[src/sv/ulidg_pkg.sv]
// Shared types, constants and the base32 character lookup for the ULID generator.
// Depends on nothing; every other file in this folder uses it by scoped names.
`default_nettype none

package ulidg_pkg;

  // Generator and format constants
  localparam logic [63:0] LCG_MUL         = 64'd6364136223846793005;
  localparam logic [63:0] LCG_ADD         = 64'd1442695040888963407;
  localparam logic [63:0] ZERO_SEED_SUBST = 64'h9e3779b97f4a7c15;
  localparam int unsigned TOP_BYTE_SHIFT  = 56;
  localparam int unsigned ULID_CHARS      = 26;
  localparam int unsigned TIME_BITS       = 50;
  localparam int unsigned RAND_STEPS      = 10;
  localparam int unsigned RAND_BITS       = 80;
  localparam int unsigned WORD_BITS       = TIME_BITS + RAND_BITS;
  localparam int unsigned QUEUE_DEPTH     = 2;

  localparam logic [32*8-1:0] ALPHA_STR = "0123456789ABCDEFGHJKMNPQRSTVWXYZ";

  // Input item
  typedef struct packed {
    logic signed [63:0] stamp_ms;
    logic [63:0]        seed_value;
  } in_item_t;

  // Result item
  typedef struct packed {
    logic [6:0] char_code;
    logic       last_char;
    logic       fail;
  } out_item_t;

  // One classified and expanded item, queued between front and back
  typedef struct packed {
    logic                 fail;
    logic [TIME_BITS-1:0] time_lo;
    logic [RAND_BITS-1:0] rnd;
  } entry_t;

  // Queue status seen by both sides
  typedef struct packed {
    logic full;
    logic empty;
  } q_stat_t;

  // Front sequencer states
  typedef enum logic [3:0] {
    F_IDLE = 4'b0001,
    F_MUL  = 4'b0010,
    F_ADD  = 4'b0100,
    F_PUSH = 4'b1000
  } front_state_e;

  // Map a 5-bit value to its Crockford base32 ASCII code
  function automatic logic [6:0] b32_char(input logic [4:0] v);
    logic [4:0] r;
    r = 5'd31 - v;
    return ALPHA_STR[{r, 3'b000} +: 7];
  endfunction

endpackage

`default_nettype wire

[src/sv/ulidg_front.sv]
// Front part: accepts items, classifies negative timestamps and runs ten LCG steps on the rest.
// Depends on ulidg_pkg; pushes one entry per item into the queue.
`default_nettype none

module ulidg_front (
  input  wire logic              clk_i,
  input  wire logic              rst_ni,
  input  wire logic              in_valid_i,
  output logic                   in_stall_o,
  input  wire ulidg_pkg::in_item_t in_item_i,
  input  wire ulidg_pkg::q_stat_t  q_stat_i,
  output logic                   push_o,
  output ulidg_pkg::entry_t      entry_o
);

  ulidg_pkg::front_state_e state_q, state_d;
  logic [3:0]  step_q, step_d;
  logic [63:0] x_q, x_d;
  logic [63:0] p_q, p_d;
  logic [31:0] cross_q, cross_d;
  logic        fail_q, fail_d;
  logic [ulidg_pkg::TIME_BITS-1:0] time_q, time_d;
  logic [ulidg_pkg::RAND_BITS-1:0] rnd_q, rnd_d;
  logic        accept;
  logic [63:0] x_next;

  assign in_stall_o = (state_q != ulidg_pkg::F_IDLE);
  assign accept     = in_valid_i && !in_stall_o;
  assign push_o     = (state_q == ulidg_pkg::F_PUSH) && !q_stat_i.full;
  assign entry_o    = '{fail: fail_q, time_lo: time_q, rnd: rnd_q};

  // Finish one LCG step from the registered partial products
  assign x_next = p_q + {cross_q, 32'b0} + ulidg_pkg::LCG_ADD;

  // Sequence accept, multiply/add steps and push
  always_comb begin
    state_d = state_q;
    step_d  = step_q;
    x_d     = x_q;
    p_d     = p_q;
    cross_d = cross_q;
    fail_d  = fail_q;
    time_d  = time_q;
    rnd_d   = rnd_q;
    case (state_q)
      ulidg_pkg::F_IDLE: begin
        if (accept) begin
          fail_d  = in_item_i.stamp_ms[63];
          time_d  = in_item_i.stamp_ms[ulidg_pkg::TIME_BITS-1:0];
          x_d     = (in_item_i.seed_value == 64'd0) ? ulidg_pkg::ZERO_SEED_SUBST
                                                    : in_item_i.seed_value;
          step_d  = 4'd0;
          state_d = in_item_i.stamp_ms[63] ? ulidg_pkg::F_PUSH : ulidg_pkg::F_MUL;
        end
      end
      ulidg_pkg::F_MUL: begin
        // Low product and the two truncated cross products
        p_d     = {32'b0, x_q[31:0]} * {32'b0, ulidg_pkg::LCG_MUL[31:0]};
        cross_d = (x_q[63:32] * ulidg_pkg::LCG_MUL[31:0])
                + (x_q[31:0] * ulidg_pkg::LCG_MUL[63:32]);
        state_d = ulidg_pkg::F_ADD;
      end
      ulidg_pkg::F_ADD: begin
        x_d    = x_next;
        rnd_d  = {rnd_q[ulidg_pkg::RAND_BITS-9:0], x_next[63:ulidg_pkg::TOP_BYTE_SHIFT]};
        step_d = step_q + 4'd1;
        state_d = (step_q == 4'(ulidg_pkg::RAND_STEPS - 1)) ? ulidg_pkg::F_PUSH
                                                             : ulidg_pkg::F_MUL;
      end
      ulidg_pkg::F_PUSH: begin
        if (!q_stat_i.full) begin
          state_d = ulidg_pkg::F_IDLE;
        end
      end
      default: begin
        state_d = ulidg_pkg::F_IDLE;
      end
    endcase
  end

  // Hold control state
  always_ff @(posedge clk_i or negedge rst_ni) begin
    if (!rst_ni) begin
      state_q <= ulidg_pkg::F_IDLE;
      step_q  <= 4'd0;
    end else begin
      state_q <= state_d;
      step_q  <= step_d;
    end
  end

  // Hold datapath registers
  always_ff @(posedge clk_i) begin
    x_q     <= x_d;
    p_q     <= p_d;
    cross_q <= cross_d;
    fail_q  <= fail_d;
    time_q  <= time_d;
    rnd_q   <= rnd_d;
  end

endmodule

`default_nettype wire

[src/sv/ulidg_queue.sv]
// Small register queue of expanded entries between front and back.
// Depends on ulidg_pkg for the entry and status types.
`default_nettype none

module ulidg_queue #(
  parameter int unsigned Depth = ulidg_pkg::QUEUE_DEPTH
) (
  input  wire logic              clk_i,
  input  wire logic              rst_ni,
  input  wire logic              push_i,
  input  wire ulidg_pkg::entry_t entry_i,
  input  wire logic              pop_i,
  output ulidg_pkg::entry_t      head_o,
  output ulidg_pkg::q_stat_t     stat_o
);

  localparam int unsigned PtrW = (Depth > 1) ? $clog2(Depth) : 1;
  localparam int unsigned CntW = $clog2(Depth + 1);

  ulidg_pkg::entry_t slot_q [Depth];
  logic [PtrW-1:0] wr_q, rd_q;
  logic [CntW-1:0] cnt_q;

  assign head_o       = slot_q[rd_q];
  assign stat_o.full  = (cnt_q == CntW'(Depth));
  assign stat_o.empty = (cnt_q == '0);

  // Advance pointers and fill count
  always_ff @(posedge clk_i or negedge rst_ni) begin
    if (!rst_ni) begin
      wr_q  <= '0;
      rd_q  <= '0;
      cnt_q <= '0;
    end else begin
      if (push_i) begin
        wr_q <= (wr_q == PtrW'(Depth - 1)) ? '0 : wr_q + PtrW'(1);
      end
      if (pop_i) begin
        rd_q <= (rd_q == PtrW'(Depth - 1)) ? '0 : rd_q + PtrW'(1);
      end
      if (push_i && !pop_i) begin
        cnt_q <= cnt_q + CntW'(1);
      end else if (pop_i && !push_i) begin
        cnt_q <= cnt_q - CntW'(1);
      end
    end
  end

  // Store entries
  always_ff @(posedge clk_i) begin
    if (push_i) begin
      slot_q[wr_q] <= entry_i;
    end
  end

endmodule

`default_nettype wire

[src/sv/ulidg_back.sv]
// Back part: turns each queued entry into 26 base32 characters, or one error result.
// Depends on ulidg_pkg; drives the registered output channel.
`default_nettype none

module ulidg_back (
  input  wire logic               clk_i,
  input  wire logic               rst_ni,
  input  wire ulidg_pkg::entry_t  head_i,
  input  wire ulidg_pkg::q_stat_t q_stat_i,
  output logic                    pop_o,
  output logic                    out_valid_o,
  input  wire logic               out_stall_i,
  output ulidg_pkg::out_item_t    out_item_o
);

  logic [4:0] cnt_q;
  logic       out_valid_q;
  ulidg_pkg::out_item_t out_q;
  logic       load;
  logic       last;
  logic [7:0] base;
  logic [ulidg_pkg::WORD_BITS-1:0] word;
  logic [4:0] digit;

  // Pick the current 5-bit digit, most significant first
  assign word  = {head_i.time_lo, head_i.rnd};
  assign base  = 8'(ulidg_pkg::WORD_BITS - 5) - ({3'b0, cnt_q} * 8'd5);
  assign digit = word[base +: 5];
  assign last  = (cnt_q == 5'(ulidg_pkg::ULID_CHARS - 1));

  assign load  = !q_stat_i.empty && (!out_valid_q || !out_stall_i);
  assign pop_o = load && (head_i.fail || last);

  assign out_valid_o = out_valid_q;
  assign out_item_o  = out_q;

  // Advance the character count and output valid
  always_ff @(posedge clk_i or negedge rst_ni) begin
    if (!rst_ni) begin
      cnt_q       <= '0;
      out_valid_q <= 1'b0;
    end else begin
      if (load) begin
        cnt_q       <= pop_o ? 5'd0 : cnt_q + 5'd1;
        out_valid_q <= 1'b1;
      end else if (!out_stall_i) begin
        out_valid_q <= 1'b0;
      end
    end
  end

  // Load the next result item
  always_ff @(posedge clk_i) begin
    if (load) begin
      if (head_i.fail) begin
        out_q <= '{char_code: 7'd0, last_char: 1'b1, fail: 1'b1};
      end else begin
        out_q <= '{char_code: ulidg_pkg::b32_char(digit), last_char: last, fail: 1'b0};
      end
    end
  end

endmodule

`default_nettype wire

[src/sv/seeded_ulid_generator.sv]
// Top level of the seeded ULID generator: front, queue and back joined.
// Depends on ulidg_pkg, ulidg_front, ulidg_queue and ulidg_back.
//
//   channel | direction | handshake           | payload
//   in      | input     | in_valid_i/in_stall_o   | ulidg_pkg::in_item_t
//   out     | output    | out_valid_o/out_stall_i | ulidg_pkg::out_item_t
//
// A valid item passes the front in order: accept, ten LCG steps (each a state
// forming partial products through 32x32 multipliers, then a 64-bit add state)
// and push, which waits while the queue is full; a negative timestamp goes
// straight from accept to push. The back emits one character per cycle, 26 per
// item, from the queue head while it is not empty and out_stall_i stays low.
// Reset clears all control state; there is nothing else to clear.
// Output stalls back up through the queue into in_stall_o.
`default_nettype none

module seeded_ulid_generator #(
  parameter int unsigned QueueDepth = ulidg_pkg::QUEUE_DEPTH
) (
  input  wire logic                 clk_i,
  input  wire logic                 rst_ni,
  input  wire logic                 in_valid_i,
  output logic                      in_stall_o,
  input  wire ulidg_pkg::in_item_t  in_item_i,
  output logic                      out_valid_o,
  input  wire logic                 out_stall_i,
  output ulidg_pkg::out_item_t      out_item_o
);

  logic               push;
  logic               pop;
  ulidg_pkg::entry_t  entry;
  ulidg_pkg::entry_t  head;
  ulidg_pkg::q_stat_t q_stat;

  ulidg_front u_front (
    .clk_i      (clk_i),
    .rst_ni     (rst_ni),
    .in_valid_i (in_valid_i),
    .in_stall_o (in_stall_o),
    .in_item_i  (in_item_i),
    .q_stat_i   (q_stat),
    .push_o     (push),
    .entry_o    (entry)
  );

  ulidg_queue #(
    .Depth (QueueDepth)
  ) u_queue (
    .clk_i   (clk_i),
    .rst_ni  (rst_ni),
    .push_i  (push),
    .entry_i (entry),
    .pop_i   (pop),
    .head_o  (head),
    .stat_o  (q_stat)
  );

  ulidg_back u_back (
    .clk_i       (clk_i),
    .rst_ni      (rst_ni),
    .head_i      (head),
    .q_stat_i    (q_stat),
    .pop_o       (pop),
    .out_valid_o (out_valid_o),
    .out_stall_i (out_stall_i),
    .out_item_o  (out_item_o)
  );

  // Never push into a full queue
  assert property (@(posedge clk_i) disable iff (!rst_ni) push |-> !q_stat.full)
    else $error("push into full queue");

  // Never pop an empty queue
  assert property (@(posedge clk_i) disable iff (!rst_ni) pop |-> !q_stat.empty)
    else $error("pop from empty queue");

  // An error result carries code zero and closes the item
  assert property (@(posedge clk_i) disable iff (!rst_ni)
    (out_valid_o && out_item_o.fail) |-> (out_item_o.last_char && out_item_o.char_code == 7'd0))
    else $error("malformed error result");

endmodule

`default_nettype wire
[config.mk]
export PLATFORM = sky130hd
export DESIGN_NAME = seeded_ulid_generator
export DESIGN_NICKNAME = d
export VERILOG_FILES = /design/src/sv/ulidg_pkg.sv /design/src/sv/ulidg_front.sv /design/src/sv/ulidg_queue.sv /design/src/sv/ulidg_back.sv /design/src/sv/seeded_ulid_generator.sv
export SDC_FILE = /design/constraint.sdc
export NUM_CORES = 2
export LEC_CHECK = 0
export BUFFER_PORTS_ARGS = -buffer_cell sky130_fd_sc_hd__buf_2
export CORE_ASPECT_RATIO = 0.5
export CORE_MARGIN = 3
export CORE_UTILIZATION = 50
export DETAILED_ROUTE_END_ITERATION = 10
export PLACE_DENSITY = 0.63
export SLEW_MARGIN = 20
export SYNTH_ARGS = -nofsm -noshare
export SYNTH_HDL_FRONTEND = slang
export SYNTH_SLANG_ARGS = --single-unit
export TNS_END_PERCENT = 1
[constraint.sdc]
create_clock -name clk_i -period 23.6 [get_ports clk_i]
set_clock_uncertainty 0.1 [all_clocks]
set_input_delay 1.18 -clock clk_i [delete_from_list [all_inputs] [get_ports clk_i]]
set_output_delay 1.18 -clock clk_i [all_outputs]
set_load 0.02 [all_outputs]
Word-level counts from Yosys, hierarchy flattened
Memories as Yosys holds them, arrays and structs flattened.
Cells that the tools add are included.
{ "word_totals": {"rom_bits": 0, "input_bits": 132, "out_inout_bits": 11, "elab_cells": 87, "reg_bits": 317, "n_memories": 1, "ramBits": 262, "latch_bits": 0} }
{ "memory_table": {"columns": ["memory", "words", "word_bits", "rd", "rd_clocked_by_memory_dff", "write_ports", "line_no", "text"], "rows": [
  ["u_queue.slot_q", 2, 131, 1, 0, 1, "ulidg_queue.sv:20", "ulidg_pkg::entry_t slot_q [Depth];"]
]} }
{ "op_classes": {"div": 0, "mul": 4, "n_addsub": 11, "shift": 2, "n_reduce_logical": 22, "muxes": 20, "n_eq_ne": 11, "magnitude_cmp": 0, "bitwise": 0} }
{ "op_table": {"columns": ["op", "count"], "rows": [
  ["256-bit by 9-bit indexed part select with 7-bit output (first input constant)", 1],
  ["130-bit by 9-bit indexed part select with 5-bit output", 1],
  ["64-bit two-way mux", 2],
  ["64-bit one-hot mux with 2 select lines", 1],
  ["63-bit by 64-bit adder with 64-bit output", 1],
  ["64-bit by 61-bit adder with 64-bit output (second input constant)", 1],
  ["64-bit logical NOT", 1],
  ["32-bit by 31-bit multiplier with 32-bit output (second input constant)", 2],
  ["32-bit by 31-bit multiplier with 63-bit output (second input constant)", 1],
  ["32-bit adder", 1],
  ["4-bit two-way mux", 5],
  ["4-bit one-hot mux with 4 select lines", 1],
  ["4-bit equality test (second input constant)", 2],
  ["5-bit by 3-bit multiplier with 8-bit output (second input constant)", 1],
  ["4-bit one-hot mux with 2 select lines", 1],
  ["7-bit by 8-bit subtractor with 8-bit output (first input constant)", 1],
  ["1-bit logical NOT", 7],
  ["1-bit two-way mux", 7],
  ["1-bit logical AND", 6],
  ["2-bit AND reduction", 3],
  ["5-bit by 1-bit adder with 5-bit output (second input constant)", 1],
  ["5-bit equality test (second input constant)", 1],
  ["5-bit two-way mux", 1],
  ["5-bit subtractor (first input constant)", 1],
  ["15 further kinds", 20]
]} }

Depth between registers and ports, before layout
{ "depth": {"ltp_word": 7, "ltp_mapped": 29} }

Hierarchy
From an unflattened synthesis, not the netlist that was laid out.
{ "unflattened": {"hier_cells": 5491, "area_unflattened_um2": 64466.8} }
{ "modules_own_cells": {"columns": ["mod", "seq_area_each_um2", "area_per_inst_um2", "n_inst", "cells_per_inst"], "rows": [
  ["ulidg_front", 8909.8, 48396.4, 1, 4430],
  ["ulidg_queue", 7967.6, 9970.8, 1, 424],
  ["ulidg_back", 420.4, 6099.6, 1, 637]
]} }

Least setup slack after synthesis
No wires, ideal clock.
{ "synth_timing": {"kind": "reg2reg", "start": "register u_front.state_q[1]", "end": "register u_front.cross_q[0] (enable)", "path_buffers": 0, "synth_period_minus_slack_ns": 11.203, "slack_ns": 12.397, "stages_incl_launch_ff": 2, "setup_ns": 0.818, "t_arrival_ns": 10.285, "path_cell_list": "dfrtp_1 nor4b_1"} }
{ "synth_between": {"elab_chain_cells": 1} }
{ "synth_lines": {"columns": ["element", "line_no", "text"], "rows": [
  ["from (decl)", "ulidg_front.sv:16", "ulidg_pkg::front_state_e state_q, state_d;"],
  ["from (signal assigned)", "ulidg_front.sv:84", "state_q <= ulidg_pkg::F_IDLE;"],
  ["from (signal assigned)", "ulidg_front.sv:87", "state_q <= state_d;"],
  ["4-bit by 2-bit equality test with 1-bit output", "ulidg_front.sv:45", "case (state_q)"],
  ["to (signal assigned)", "ulidg_front.sv:96", "cross_q <= cross_d;"],
  ["to (decl)", "ulidg_front.sv:20", "logic [31:0] cross_q, cross_d;"]
]} }
No other way between the ends.
A chain may end at the register's enable or synchronous reset.

Worst setup path in the final report
{ "layout_timing": {"start": "register u_front.x_q[19]", "end": "register u_front.p_q[58], data pin"} }
{ "layout_between": {"elab_chain_cells": 1} }
{ "layout_lines": {"columns": ["element", "line_no", "text"], "rows": [
  ["from (decl)", "ulidg_front.sv:18", "logic [63:0] x_q, x_d;"],
  ["from (signal assigned)", "ulidg_front.sv:94", "x_q <= x_d;"],
  ["32-bit by 31-bit multiplier with 63-bit output", "ulidg_front.sv:58", "p_d = {32'b0, x_q[31:0]} * {32'b0, ulidg_pkg::LCG_MUL[31:0]};"],
  ["to (signal assigned)", "ulidg_front.sv:95", "p_q <= p_d;"],
  ["to (decl)", "ulidg_front.sv:19", "logic [63:0] p_q, p_d;"]
]} }
No other way between the ends.

==> summary.txt <==
Clock network
  • Post-CTS Hold Buffers: 0
  • Skew-Pair Late Insertion Delay: 0.65 ns
  • CTS Buffer Depth: 3
  • CTS sink count: 579
  • Total CTS buffers: 56
  • CTS root buffer: clkbuf_16
  • H-tree levels: 2
  • Clk slew on worst S/H paths: 0.06 ns
  • Post-CTS Setup Inserts: 0
  • CTS tree: built
  • Resized cells post-CTS: 0

Final layout
  • Post-route cell area: 68,000 sq um
  • Fin cells: 7,265
  • Final net count: 7,383
  • Fill cells: 10.8k
  • Layout cells sized above 1: 8.48%
  • Register area: 17,300 sq um
  • Multi-input logic area: 40,600 sq um
  • Util after Layout: 54.6%
  • Area Overhead vs Synth: 7.21%

Floorplan
  • Die area: 131,000 sq um
  • Num ports: 143
  • Initial Utilization: 50.9%
  • Floorplan row count: 91
  • Core ar.: 125,000 sq um
  • Chip height: 258 um
  • Die width: 510 um

Yosys
  • Yosys cell types: 92
  • Dominant synthesized flop cell: edfxtp_1
  • Post-synth EDFFs: 561
  • Syn Std Cell Area: 63,400 sq um
  • #FFs+latches synth: 579
  • Synthesized instance count: 5,410
  • Ys Warns: 0
  • Syn Nets: 7,247
  • Post-synth ARST share: 3.11%
  • Seq/Total Area, Yosys: 27.3%
  • Avg Cell Area, Syn: 11.7 sq um

Timing
  • Max-slew violation count: 0
  • Post-route clock period utilization: 43.4%
  • Final min period: 10.24 ns
  • Final hold vios: 0
  • Relative slew slack: 13.0%
  • Setup TNS: 0 ns
  • Final Setup Violations: 0
  • FMAX: 97.6 MHz
  • Slew @ Worst Pin: 1.30 ns
  • RSZ-0062 raised after global routing: false

Outcome
  • Outcome: complete, no violations

GRT
  • All-layer global routing usage: 29.1%
  • Antenna violations before repair: 9
  • First-pass GRT wire length: 281,000 um
  • Largest net degree at the start of global routing: 75
  • Remaining Overflow, GRT: 0
  • Vias in the first global route: 43.6k

Placement
  • RD Place Congestion: 0.967
  • I/O Buffers: 129
  • DP Area: 66,100 sq um
  • Post-placement cell count: 7,162
  • HPWL after DPL: 157,000 um

Routing
  • Vias per cell: 5.68
  • Initial DRC Count: 3,792
  • Via count: 41.3k
  • Antenna viol nets, final: 0
  • Number of iterations in the first detailed-routing pass: 5
  • Remaining DRCs: 0
  • WL final: 187,000 um
  • Drt wl/cell: 25.8 um

Setup path
  • Worst R2R Path Depth: 24
  • Endpoint class of the critical path: register
  • Worst reg2reg startpoint: u_front.x_q[19]
  • Worst reg2reg path endpoint: u_front.p_q[58]
  • Worst Path Arrival: 10.42 ns
  • Worst setup path endpoint: u_front.p_q[58]
  • Critical path class: reg2reg
  • Flop-to-flop setup slack: 13.36 ns
  • Worst Path Required: 23.78 ns
  • Worst setup SP type: register
  • Worst setup startpoint: u_front.x_q[19]
  • Critical path peak fanout: 9

Run
  • Max cap viols: 0

Worst hold path
  • Worst min-delay path class: reg2reg
  • Worst Hold Depth: 0
==> cell families (layout without fill, tap and decap cells) <==
family,count (synthesis),count (layout),synth area share [%]
muxes,208,208,5.82
and+or+nand+nor,603,603,4.57
adders and majority gates,1705,1705,43.7
DFF,579,579,27.3
buffers and inverters,1449,1629,8.84
other,0,1,0
xor gates and xnor gates,216,216,2.98
AOI/OAI and AO/OA,650,650,6.78
==> registers in the layout, indices dropped and copies added, names as in the netlist <==
register and flops:
u_queue.slot_q 262, u_front.rnd_q 80, u_front.x_q 64, u_front.p_q 63, u_front.time_q 50, u_front.cross_q 32
u_back.out_item_o 9, u_back.cnt_q 5, u_front.state_q 4, u_front.step_q 4, u_queue.cnt_q 2, u_back.out_valid_o 1
u_front.fail_q 1, u_queue.rd_q 1, u_queue.wr_q 1
==> routing by layer <==
layer | track usage, % | wire [um] | up-vias
met5 | 0 | 47 | -
met4 | 8.98 | 6710 | 6
met3 | 5.39 | 14800 | 289
met2 | 45.6 | 85100 | 1487
met1 | 41.3 | 80800 | 21200
li1 | - | - | 18300
==> cell usage after synthesis, drive strengths merged, types with 17 or more instances <==
| master | n | area (sq um) |
|---|---|---|
| a211oi | 23 | 183 |
| a21o | 69 | 518 |
| a21oi | 180 | 901 |
| a22oi | 27 | 203 |
| a31oi | 28 | 181 |
| and3 | 18 | 113 |
| buf | 50 | 352 |
| clkbuf | 63 | 236 |
| dfrtp | 17 | 425 |
| edfxtp | 561 | 16800 |
| fa | 850 | 17000 |
| ha | 855 | 10700 |
| inv | 1335 | 5010 |
| mux2 | 27 | 312 |
| mux2i | 57 | 571 |
| mux4 | 124 | 2800 |
| nand2 | 189 | 709 |
| nand2b | 25 | 156 |
| nand3 | 53 | 265 |
| nand4 | 29 | 181 |
| nor2 | 146 | 548 |
| nor2b | 23 | 144 |
| nor3 | 33 | 170 |
| nor4 | 26 | 163 |
| o21a | 18 | 135 |
| o21ai | 120 | 601 |
| o21bai | 22 | 165 |
| o22ai | 18 | 113 |
| xnor2 | 151 | 1320 |
| xor2 | 65 | 569 |
==> per-stage QoR <==
step                worst slack (ns)  hold WS [ns]
floorplan                      12.40         0.321
global placement               13.60         0.324
detailed placement             13.65         0.331
CTS                            13.63         0.346
global route                   13.09         0.355
finish                         13.36         0.346
==> how the worst min path moves through the flow <==
stage / start / endpoint
final: u_front.rnd_q[77] / u_queue.slot_q[1][77]
after global placement: u_front.rnd_q[78] / u_queue.slot_q[1][78]
after floorplan: u_front.time_q[20] / u_queue.slot_q[0][100]
after global routing: u_front.time_q[2] / u_queue.slot_q[1][82]
after detailed placement: u_front.rnd_q[77] / u_queue.slot_q[0][77]
after CTS: u_front.rnd_q[77] / u_queue.slot_q[1][77]
==> cell type report <==
class	instances	area share, %
Antenna cell	1	0.00368
Multi-Input combinational cell	3382	59.7
Inverter	1336	7.38
Sequential cell	579	25.5
Tap cell	1674	3.08
Clock buffer	69	2.16
Clock inverter	33	0.552
Timing Repair Buffer	191	1.64
==> layout by cell type, fill, tap and decap left out, types with 25 or more instances in the layout <==
| cell | n |
|---|---|
| nor2_1 | 144 |
| a21oi_1 | 180 |
| inv_1 | 1332 |
| nor4_1 | 26 |
| a21o_1 | 69 |
| o21ai_0 | 116 |
| nand4_1 | 29 |
| nand2_1 | 189 |
| clkbuf_16 | 56 |
| buf_2 | 129 |
| edfxtp_1 | 561 |
| mux2i_1 | 57 |
| mux2_2 | 25 |
| xor2_1 | 62 |
| nand2b_1 | 25 |
| mux4_2 | 121 |
| buf_4 | 62 |
| nor3_1 | 32 |
| a22oi_1 | 27 |
| xnor2_1 | 147 |
| nand3_1 | 53 |
| ha_1 | 854 |
| a31oi_1 | 27 |
| fa_1 | 850 |
==> critical path: stages (launching register included) <==
cell,delay (ns)
edfxtp_1,0.90
inv_1,0.36
fa_1,0.60
fa_1,0.45
fa_1,0.55
inv_1,0.06
fa_1,0.49
inv_1,0.05
fa_1,0.54
inv_1,0.05
fa_1,0.44
fa_1,0.53
inv_1,0.05
fa_1,0.54
inv_1,0.06
ha_1,0.40
nand3_1,0.16
or3_1,0.41
a2111oi_2,0.75
a211oi_1,0.20
a21oi_1,0.35
a21oi_1,0.32
o21bai_1,0.37
a211oi_1,0.14
xnor2_1,0.97
Power is left out: the tool's default activity adds up to more than one toggle a clock period on the data nets, which glitch-free logic cannot reach.
